[config.mk]
export PLATFORM = sky130hd
export DESIGN_NAME = frns_cell
export DESIGN_NICKNAME = d
export VERILOG_FILES = /design/src/frns_pkg.sv /design/src/frns_cell.sv
export SDC_FILE = /design/constraint.sdc
export NUM_CORES = 1
export LEC_CHECK = 0
export CAP_MARGIN = 0
export CORE_MARGIN = 2
export CORE_UTILIZATION = 60
export DETAILED_ROUTE_END_ITERATION = 12
export DONT_BUFFER_PORTS = 1
export GPL_ROUTABILITY_DRIVEN = 0
export PLACE_DENSITY = 0.82
export SYNTH_ARGS = -nofsm -noshare
export SYNTH_HDL_FRONTEND = slang
export SYNTH_SLANG_ARGS = --single-unit
[constraint.sdc]
create_clock -name aclk -period 2.99 [get_ports aclk]
set_clock_uncertainty 0.05 [all_clocks]
set_input_delay 0.598 -clock aclk [delete_from_list [all_inputs] [get_ports aclk]]
set_output_delay 0.598 -clock aclk [all_outputs]
set_load 0.01 [all_outputs]
[src/frns_pkg.sv]
// Package: shared constants, types and helper functions for the neighbor search block.
`default_nettype none

package frns_pkg;

    localparam int MAX_POINTS  = 64;
    localparam int COORD_BITS  = 16;

    localparam int IDX_W       = $clog2(MAX_POINTS);
    localparam int FIELD_W     = 16;
    localparam int SLOT_W      = 6;
    localparam int CUT_W       = 16;
    localparam int PIU_W       = 7;
    localparam int CFG_IDX_W   = 1;
    localparam int CFG_DATA_W  = 16;

    // distance pipeline: abs diff, square, sum/compare
    localparam int PIPE_DEPTH  = 3;
    localparam int PIPE_CNT_W  = $clog2(PIPE_DEPTH);
    localparam int CNT_W       = (IDX_W > PIPE_CNT_W) ? IDX_W : PIPE_CNT_W;
    localparam int DIFF_W      = COORD_BITS + 1;
    localparam int SQ_W        = 2 * DIFF_W;
    localparam int SUM_W       = SQ_W + 2;
    localparam int LIM_W       = 2 * CUT_W;
    localparam int CMP_W       = (SUM_W > LIM_W) ? SUM_W : LIM_W;

    localparam logic OP_LOAD  = 1'b0;
    localparam logic OP_QUERY = 1'b1;

    localparam logic [CFG_IDX_W-1:0] REG_CUTOFF = CFG_IDX_W'(0);
    localparam logic [CFG_IDX_W-1:0] REG_POINTS = CFG_IDX_W'(1);

    localparam logic [CUT_W-1:0] CUTOFF_RESET = CUT_W'(8192);
    localparam logic [PIU_W-1:0] POINTS_RESET = PIU_W'(64);

    typedef enum logic [2:0] {
        ST_IDLE,
        ST_FIND,
        ST_SCAN,
        ST_DRAIN,
        ST_FLUSH
    } state_t;

    typedef struct packed {
        logic                      op;
        logic [SLOT_W-1:0]         slot;
        logic signed [FIELD_W-1:0] pos_x;
        logic signed [FIELD_W-1:0] pos_y;
        logic signed [FIELD_W-1:0] pos_z;
    } in_item_t;

    typedef struct packed {
        logic                      found;
        logic [SLOT_W-1:0]         neighbor_slot;
        logic signed [FIELD_W-1:0] neighbor_x;
        logic signed [FIELD_W-1:0] neighbor_y;
        logic signed [FIELD_W-1:0] neighbor_z;
        logic                      last;
    } out_item_t;

    typedef struct packed {
        logic signed [COORD_BITS-1:0] x;
        logic signed [COORD_BITS-1:0] y;
        logic signed [COORD_BITS-1:0] z;
    } point_t;

    // neighbor candidate leaving the distance pipeline
    typedef struct packed {
        logic [IDX_W-1:0] idx;
        point_t           pt;
    } cand_t;

    // sign-extend the 16-bit field, then wrap to the stored width
    function automatic logic signed [COORD_BITS-1:0] load_coord(
        input logic signed [FIELD_W-1:0] v
    );
        logic [COORD_BITS+FIELD_W-1:0] ext;
        ext = {{COORD_BITS{v[FIELD_W-1]}}, v};
        return ext[COORD_BITS-1:0];
    endfunction

    // stored value sign-extended, then cut to the 16-bit field
    function automatic logic signed [FIELD_W-1:0] out_coord(
        input logic signed [COORD_BITS-1:0] c
    );
        logic [COORD_BITS+FIELD_W-1:0] ext;
        ext = {{FIELD_W{c[COORD_BITS-1]}}, c};
        return ext[FIELD_W-1:0];
    endfunction

endpackage

`default_nettype wire

[src/frns_cell.sv]
// Point cell: holds one stored point, loads it directly or takes its neighbor's on a shift.
`default_nettype none

module frns_cell
    import frns_pkg::*;
(
    input  wire logic   aclk,
    input  wire logic   shift_en,
    input  wire logic   load_en,
    input  wire point_t shift_in,
    input  wire point_t load_in,
    output point_t      pos
);

    point_t pos_reg;

    always_ff @(posedge aclk) begin
        if (load_en) begin
            pos_reg <= load_in;
        end else if (shift_en) begin
            pos_reg <= shift_in;
        end
    end

    assign pos = pos_reg;

endmodule

`default_nettype wire

==> qor.yml <==
ir_drop_uv: 356
detailedPlacementHpwl_um: 2750
net_switching_power_figure_w: 0.000273
sequentialPowerShare_pct: 72.0
pre_cts_ws_ns: 1.28
fin_crit_sh_pct: 48.9
multiInputGateArea_um2: 581
fillers: 239
drt_first_iter_violations: 38
grt_setup_unrepaired: "no"
power_per_cell_area_mw_per_mm2: 582
detail_route.wirelength_um: 3620
synth.most_common_cell: "edfxtp_1"
data_required_time_of_the_worst_path_ns: 2.34
power.switching_fraction_pct: 21.9
area_growth_pct: 3.93
ys_ff_latch: 48
timing_hold_violations_final: 0
htreeDepth: 2
nets: 204
critical_path.max_fanout: 1
timing.hold.ws_ns: 0.408
root_buffer: "clkbuf_4"
internal_dissipation_w: 0.000976
detailedRoute.firstPassIterationCount: 4
wl_per_cell_um: 23.8
tritoncts: "yes"
grt_max_degree: 50
maxSlewHeadroom_pct: 62.3
status: "finished, final reports clean"
regArea_mm2: 0.00144
yosys.area.top_type_share_pct: 69.7
antenna_cells: 0
post_synth_instance_area_mm2: 0.00207
via_count_of_the_first_global_routing_pass: 973
total_gr_overflow: 0
ys.warnings.count: 0
final.setup.tns_ns: 0
drtAntennaViolNets: 0
max_freq_mhz: 684
clkSlewWorstSetupHoldPaths_ns: 0.12
synthesis.area_per_instance_um2: 20.3
worst_pin_slew_ns: 0.565
fp.coreArea_mm2: 0.00331
net_count_synth: 201
final-setup-viol-count: 0
detailroute.via_count: 917
final.setup.worst_slack_ns: 1.53
report.power.total_w: 0.00125
dieArea_mm2: 0.00393
setup.worst_path.start_class: "flop"
ys_top_cells_by_area: "edfxtp_1, mux2_2, mux2_4"
clk_path_buf_depth: 2
post-cts-setup-buffer-count: 0
drt-vias-per-instance: 6.03
largest_register_ffs: 48
seq_area_frac_synth_pct: 69.7
floorplan.die.width_um: 62.7
synth-edff-count: 48
drt_drc_violations_left: 0
timing.critical_path.to_type: "output pin"
post_route_cells_drive_above_1_share_pct: 51.9
synthTopCellsByCount: "edfxtp_1, mux2_2, mux2_4, buf_4, buf_6"
hp-class: "in2reg"
layout_min_cycle_time_ns: 1.46
floorplan.rows: 21
tritoncts_num_sinks: 48
power.combinational.fraction_pct: 6.5
setup.worst_path.class: "reg2out"
power_leakage_nw: 0.755
yosys_cell_types: 6
wire_length_of_the_first_global_routing_pass_um: 5260
die_h_um: 62.7
initial_utilization_pct: 62.4
cts_buffers: 5
maxCapViolCount: 0
design.portCount: 147
arrival_ns: 0.81
synth-main-ff-cell: "edfxtp_1"
placement.io_buffers: 0
synth-async-reset-ratio_pct: 0
grt_antenna_before_repair: 0
postCtsHoldBufs: 0
synthDominantAreaCellType: "edfxtp_1"
clockPowerShare_pct: 21.5
maxSlewViolCount: 0
post_cts.resized_instances: 0
grt.total_usage_pct: 18.8
synthCells: 102
## power by group through the flow
stage	Clock (W)	Combinational, W	Sequential (W)
6_report	0.000268	0.0000816	0.000899
5_1_grt	0.000310	0.0000884	0.000907
4_1_cts	0.000281	0.0000836	0.000903
3_5_place_dp	0	0.0000832	0.000917
3_3_place_gp	0	0.0000783	0.000914
2_1_floorplan	0	0.0000829	0.000902
## metrics by stage
stage                     cells  cell area [um2]  util, %
after global placement      144             2100     63.4
after detailed placement    144             2100     63.4
final                       152             2150     64.9
after CTS                   152             2150     64.9
after global routing        152             2150     64.9
after floorplan             102             2070        -
## worst paths after layout
path,start,to,slack (ns),depth (start not counted)
worst min-delay path,shift_in[2],pos[2],0.41,1
worst max-delay path,pos[45],pos[45],1.53,0
## cell usage in the layout, fill, tap and decap left out
master / n
mux2_2: 39
buf_12: 1
clkbuf_1: 2
edfxtp_1: 48
or2_2: 1
clkbuf_4: 5
mux2_4: 9
clkinv_1: 1
## area by class of cell
| cell class | count | share of cell area (%) |
|---|---|---|
| Clock buffer | 7 | 2.10 |
| Clock inverter | 1 | 0.175 |
| Multi-Input combinational cell | 49 | 27.0 |
| Sequential cell | 48 | 67.1 |
| Tap cell | 46 | 2.68 |
| Timing Repair Buffer | 1 | 0.932 |
## layer usage
metal  global-route usage, %  part of all wire, %  up-vias
met3                    7.93                  9.6        8
li1                        -                    -      404
met1                    17.1                   32      425
met2                    34.9                   56       80
met4                    10.0                  2.0        0
met5                       0                    0        -
## kinds of logic after synthesis
group / after synthesis / share of synthesized area [%]
mux: 48 / 27.8
simple gates: 1 / 0.303
flops: 48 / 69.7
buf+inv: 5 / 2.18
(Power assumes the default switching activity.)
