<file path="src/frns_pkg.sv">
// Package: shared constants, types and helper functions for the neighbor search block.
`default_nettype none

package frns_pkg;

    localparam int MAX_POINTS  = 64;
    localparam int COORD_BITS  = 16;

    localparam int IDX_W       = $clog2(MAX_POINTS);
    localparam int FIELD_W     = 16;
    localparam int SLOT_W      = 6;
    localparam int CUT_W       = 16;
    localparam int PIU_W       = 7;
    localparam int CFG_IDX_W   = 1;
    localparam int CFG_DATA_W  = 16;

    // distance pipeline: abs diff, square, sum/compare
    localparam int PIPE_DEPTH  = 3;
    localparam int PIPE_CNT_W  = $clog2(PIPE_DEPTH);
    localparam int CNT_W       = (IDX_W > PIPE_CNT_W) ? IDX_W : PIPE_CNT_W;
    localparam int DIFF_W      = COORD_BITS + 1;
    localparam int SQ_W        = 2 * DIFF_W;
    localparam int SUM_W       = SQ_W + 2;
    localparam int LIM_W       = 2 * CUT_W;
    localparam int CMP_W       = (SUM_W > LIM_W) ? SUM_W : LIM_W;

    localparam logic OP_LOAD  = 1'b0;
    localparam logic OP_QUERY = 1'b1;

    localparam logic [CFG_IDX_W-1:0] REG_CUTOFF = CFG_IDX_W'(0);
    localparam logic [CFG_IDX_W-1:0] REG_POINTS = CFG_IDX_W'(1);

    localparam logic [CUT_W-1:0] CUTOFF_RESET = CUT_W'(8192);
    localparam logic [PIU_W-1:0] POINTS_RESET = PIU_W'(64);

    typedef enum logic [2:0] {
        ST_IDLE,
        ST_FIND,
        ST_SCAN,
        ST_DRAIN,
        ST_FLUSH
    } state_t;

    typedef struct packed {
        logic                      op;
        logic [SLOT_W-1:0]         slot;
        logic signed [FIELD_W-1:0] pos_x;
        logic signed [FIELD_W-1:0] pos_y;
        logic signed [FIELD_W-1:0] pos_z;
    } in_item_t;

    typedef struct packed {
        logic                      found;
        logic [SLOT_W-1:0]         neighbor_slot;
        logic signed [FIELD_W-1:0] neighbor_x;
        logic signed [FIELD_W-1:0] neighbor_y;
        logic signed [FIELD_W-1:0] neighbor_z;
        logic                      last;
    } out_item_t;

    typedef struct packed {
        logic signed [COORD_BITS-1:0] x;
        logic signed [COORD_BITS-1:0] y;
        logic signed [COORD_BITS-1:0] z;
    } point_t;

    // neighbor candidate leaving the distance pipeline
    typedef struct packed {
        logic [IDX_W-1:0] idx;
        point_t           pt;
    } cand_t;

    // sign-extend the 16-bit field, then wrap to the stored width
    function automatic logic signed [COORD_BITS-1:0] load_coord(
        input logic signed [FIELD_W-1:0] v
    );
        logic [COORD_BITS+FIELD_W-1:0] ext;
        ext = {{COORD_BITS{v[FIELD_W-1]}}, v};
        return ext[COORD_BITS-1:0];
    endfunction

    // stored value sign-extended, then cut to the 16-bit field
    function automatic logic signed [FIELD_W-1:0] out_coord(
        input logic signed [COORD_BITS-1:0] c
    );
        logic [COORD_BITS+FIELD_W-1:0] ext;
        ext = {{FIELD_W{c[COORD_BITS-1]}}, c};
        return ext[FIELD_W-1:0];
    endfunction

endpackage

`default_nettype wire

</file>
<file path="src/frns_dist.sv">
// Distance pipeline: squared distance of a scanned point to the source against cutoff squared.
`default_nettype none

module frns_dist
    import frns_pkg::*;
(
    input  wire logic             aclk,
    input  wire logic             aresetn,
    input  wire logic             en,
    input  wire logic             in_valid,
    input  wire logic [IDX_W-1:0] in_idx,
    input  wire point_t           in_pt,
    input  wire point_t           src_pt,
    input  wire logic [CUT_W-1:0] cutoff,
    output logic                  cand_valid,
    output cand_t                 cand
);

    function automatic logic [DIFF_W-1:0] abs_diff(
        input logic signed [COORD_BITS-1:0] a,
        input logic signed [COORD_BITS-1:0] b
    );
        logic [DIFF_W-1:0] d;
        d = {a[COORD_BITS-1], a} - {b[COORD_BITS-1], b};
        return d[DIFF_W-1] ? (~d + DIFF_W'(1)) : d;
    endfunction

    logic [LIM_W-1:0]  limit_reg;

    logic              v1_reg;
    logic              eq1_reg;
    cand_t             c1_reg;
    logic [DIFF_W-1:0] ax1_reg, ay1_reg, az1_reg;

    logic              v2_reg;
    logic              eq2_reg;
    cand_t             c2_reg;
    logic [SQ_W-1:0]   sx2_reg, sy2_reg, sz2_reg;

    logic              v3_reg;
    cand_t             c3_reg;

    logic [SUM_W-1:0]  sum;
    logic              in_range;

    always_comb begin
        sum      = SUM_W'(sx2_reg) + SUM_W'(sy2_reg) + SUM_W'(sz2_reg);
        in_range = CMP_W'(sum) < CMP_W'(limit_reg);
    end

    always_ff @(posedge aclk) begin
        limit_reg <= LIM_W'(cutoff) * LIM_W'(cutoff);
    end

    always_ff @(posedge aclk) begin
        if (!aresetn) begin
            v1_reg <= 1'b0;
            v2_reg <= 1'b0;
            v3_reg <= 1'b0;
        end else if (en) begin
            v1_reg <= in_valid;
            v2_reg <= v1_reg;
            // duplicates of the source never count as neighbors
            v3_reg <= v2_reg && !eq2_reg && in_range;
        end
    end

    always_ff @(posedge aclk) begin
        if (en) begin
            eq1_reg    <= (in_pt == src_pt);
            c1_reg.idx <= in_idx;
            c1_reg.pt  <= in_pt;
            ax1_reg    <= abs_diff(in_pt.x, src_pt.x);
            ay1_reg    <= abs_diff(in_pt.y, src_pt.y);
            az1_reg    <= abs_diff(in_pt.z, src_pt.z);

            eq2_reg    <= eq1_reg;
            c2_reg     <= c1_reg;
            sx2_reg    <= SQ_W'(ax1_reg) * SQ_W'(ax1_reg);
            sy2_reg    <= SQ_W'(ay1_reg) * SQ_W'(ay1_reg);
            sz2_reg    <= SQ_W'(az1_reg) * SQ_W'(az1_reg);

            c3_reg     <= c2_reg;
        end
    end

    assign cand_valid = v3_reg;
    assign cand       = c3_reg;

endmodule

`default_nettype wire

</file>
<file path="config.mk">
export PLATFORM = sky130hd
export DESIGN_NAME = frns_dist
export DESIGN_NICKNAME = d
export VERILOG_FILES = /design/src/frns_pkg.sv /design/src/frns_dist.sv
export SDC_FILE = /design/constraint.sdc
export NUM_CORES = 2
export LEC_CHECK = 0
export ABC_AREA = 1
export BUFFER_PORTS_ARGS = -buffer_cell sky130_fd_sc_hd__clkbuf_2
export CORE_ASPECT_RATIO = 0.6
export CORE_MARGIN = 2
export CORE_UTILIZATION = 45
export CTS_CLUSTER_DIAMETER = 60
export DETAILED_ROUTE_END_ITERATION = 16
export PLACE_DENSITY = 0.64
export SLEW_MARGIN = 0
export SYNTH_ARGS = -nofsm -noshare
export SYNTH_HDL_FRONTEND = slang
export SYNTH_SLANG_ARGS = --single-unit
</file>
<file path="constraint.sdc">
create_clock -name aclk -period 18.5 [get_ports aclk]
set_input_delay 2.775 -clock aclk [delete_from_list [all_inputs] [get_ports aclk]]
set_output_delay 2.775 -clock aclk [all_outputs]
set_load 0.01 [all_outputs]
</file>
==> metrics.md <==
| Metric | Value |
|---|---|
| Outcome | complete, no violations |
| Tcrit/Tclk final | a little over two fifths |
| RSZ-0062 raised after global routing | false |
| Top FF cell, synth | edfxtp_1 |
| Commonest non-fill, non-tap cell in the layout | inv_1 |
| Fill count | approximately 11000 |
| Post-Syn Instances | ~6000 |
| Root buf cell | clkbuf_16 |
| Worst-path clk slew | about 0.070 ns |
| Syn_area_per_cell | a little under 9 um^2 |
| H-Tree Depth | 2 |
| Max Freq | ~130 MHz |
| Clk buf depth | 3 |
| Most frequent cells in the layout | inv_1, nand2_1, fa_1, ha_1, edfxtp_1 |
| Hold path depth | 0 |
| Worst slew margin | a little over a fifth |
| Worst EP required | approximately 19 ns |
| Final Hold Vio Count | 0 |
| Yosys reg bits | around 350 |
| Detailed Route WL | approximately 120000 um |
| Core Footprint | around 110000 um^2 |
| Die width | roughly 440 um |
| First-pass GRT wire length | between 150000 and 200000 um |
| Setup CP Type | input port to flip-flop |
| Share of the yosys chip area belonging to registers | 19.9% |
| CTS tree | done |
| Area Growth Syn to Fin | 7.48% |
| Die H | ~260 um |
| 1st-pass router iterations | 6 |
| Worst hold path class | flip-flop to flip-flop |
| Cts hold-fix bufs | 0 |
| Crit start category | input port |
| Slew @ Worst Pin | around 1.2 ns |
| Pins Over Slew Limit | 0 |
| Largest net degree at the start of global routing | 140 |
| Final-report setup violation count | 0 |
| Layout cells sized above 1 | 6.03% |
| PortBufs | ~180 |
| CP Data Arrival Time | 8.25 ns |
| Max-Cap Viols | 0 |
| Iter 0 DRT Violations | approximately 3100 |
| ANT cells | 0 |
| Initial antenna violation count | 2 |
| CTS-repair resized insts | 0 |
| Gr usage total | between 20% and 30% |
| Synth cell types | 59 |
| Critical Path End Type | flip-flop |
| Crit Path Max Fanout | 16 |
| Vias | ~37000 |
| DPL Wire Length | roughly 100000 um |
| Starting Density | 45.4% |
| Clk_skew | between 0.05 and 0.06 ns |
| Post-route ant nets | 0 |
| Clk sink count | between 300 and 400 |
| Cts bufs inserted | between 40 and 50 |
| Via density | approximately 5 |
| Final Critical Period | 7.73 ns |
| Congestion Overflow GR | 0 |
| Post-synth EDFFs | 314 |
| Nets | roughly 7400 |
| Mapped Area | roughly 50000 um^2 |
| DRC viols | 0 |
| Latest clock arrival within the worst-skew pair | between 0.6 and 0.7 ns |
| Post-CTS Setup Bufs | 0 |
| Die area | approximately 120000 um^2 |
| Vias in the first global route | ~37000 |
| Routed WL per cell | roughly 16 um |
| Reg2Reg Depth | 17 |
| Gpl congestion | 0.939 |
| Rows | 95 |
| Ys async rst share | 0% |
| Total negative slack | 0 ns |
| I/O Pins | between 150 and 200 |
| Yosys warns | 0 |
worst max-delay path: stages:
cell and delay [ns]:
clkbuf_2 0.28, nand2_1 0.21, inv_1 0.08, fa_1 0.53, inv_1 0.05, fa_1 0.54
inv_1 0.05, fa_1 0.50, inv_1 0.06, fa_1 0.52, inv_1 0.05, fa_1 0.49
fa_1 0.42, ha_1 0.36, a21o_1 0.21, a31oi_1 0.14, a21boi_1 0.48, o21ai_0 0.21
nand2_1 0.12, nand2_1 0.05, nand2_1 0.05, nand2_1 0.04
stage by stage:
| step | util (%) | instance area (um^2) | instances | hold WS [ns] | setup WS (ns) |
|---|---|---|---|---|---|
| global route | 48.8 | 54700 | 7478 | 0.420 | 10.43 |
| finish | 48.8 | 54700 | 7478 | 0.418 | 10.77 |
| CTS | 48.8 | 54700 | 7478 | 0.417 | 10.89 |
| detailed placement | 47.4 | 53100 | 7397 | 0.405 | 10.24 |
| floorplan | - | 50900 | 5854 | 0.400 | 10.61 |
| global placement | 47.4 | 53100 | 7397 | 0.401 | 10.25 |
synthesized netlist by cell type, drive strengths merged, types with 3 or more instances:
cell type,instances,area share (%)
a221oi,7,0.12
o211ai,9,0.13
or2,9,0.11
nand3b,12,0.18
o21bai,21,0.31
o31ai,4,0.059
inv,1627,12
a31oi,16,0.20
nor3,33,0.33
o21a,9,0.13
clkbuf,134,0.99
a21boi,11,0.16
a21o,28,0.41
o21ai,112,1.1
nand2,1254,9.5
nand3,140,1.5
xnor2,72,1.3
ha,540,13
buf,7,0.13
dfxtp,34,1.3
and3,4,0.049
nand4,46,0.58
a21oi,209,2.1
a31o,3,0.052
xor2,151,2.8
nor4,7,0.086
fa,771,30
nor2,257,2.0
edfxtp,314,19
layout make-up:
type | count | area [um^2] | share of cell area [%]
flip-flops and latches | 348 | 10100 | 18.5
clock inverters | 33 | 402 | 0.735
repair buffers | 181 | 941 | 1.72
inverters | 1628 | 6110 | 11.2
clock buffers | 48 | 1140 | 2.08
well taps | 1503 | 1880 | 3.44
multi-input cells | 3737 | 34100 | 62.3
logic make-up (layout without fill, tap and decap cells):
logic type                 Yosys count  count (layout)  synth area share, %
other                                2               3               0.0148
AOI/OAI and AO/OA                  436             436                 4.95
DFF                                348             348                 19.9
and+or+nand+nor                   1764            1764                 14.3
buffers and inverters             1769            1890                 13.1
xor gates and xnor gates           223             223                 4.05
adders and majority gates         1311            1311                 43.6
routing by layer:
metal	global-route usage [%]	wire length, um	up-vias
met1	35.3	62200	17800
met2	28.4	45600	1081
met3	4.86	10900	82
met5	0	0	-
met4	2.55	1160	0
li1	-	-	17800
final timing paths:
kind	start	endpoint	slack, ns
setup / recovery	cutoff[3]	limit_reg[20]	10.77
hold / removal	c2_reg[16]	cand[16]	0.42
setup reg to reg	ay1_reg[12]	sy2_reg[27]	11.61
hold reg to reg	c2_reg[16]	cand[16]	0.42
Power is left out: the tool's default activity adds up to more than one toggle a clock period on the data nets, which glitch-free logic cannot reach.
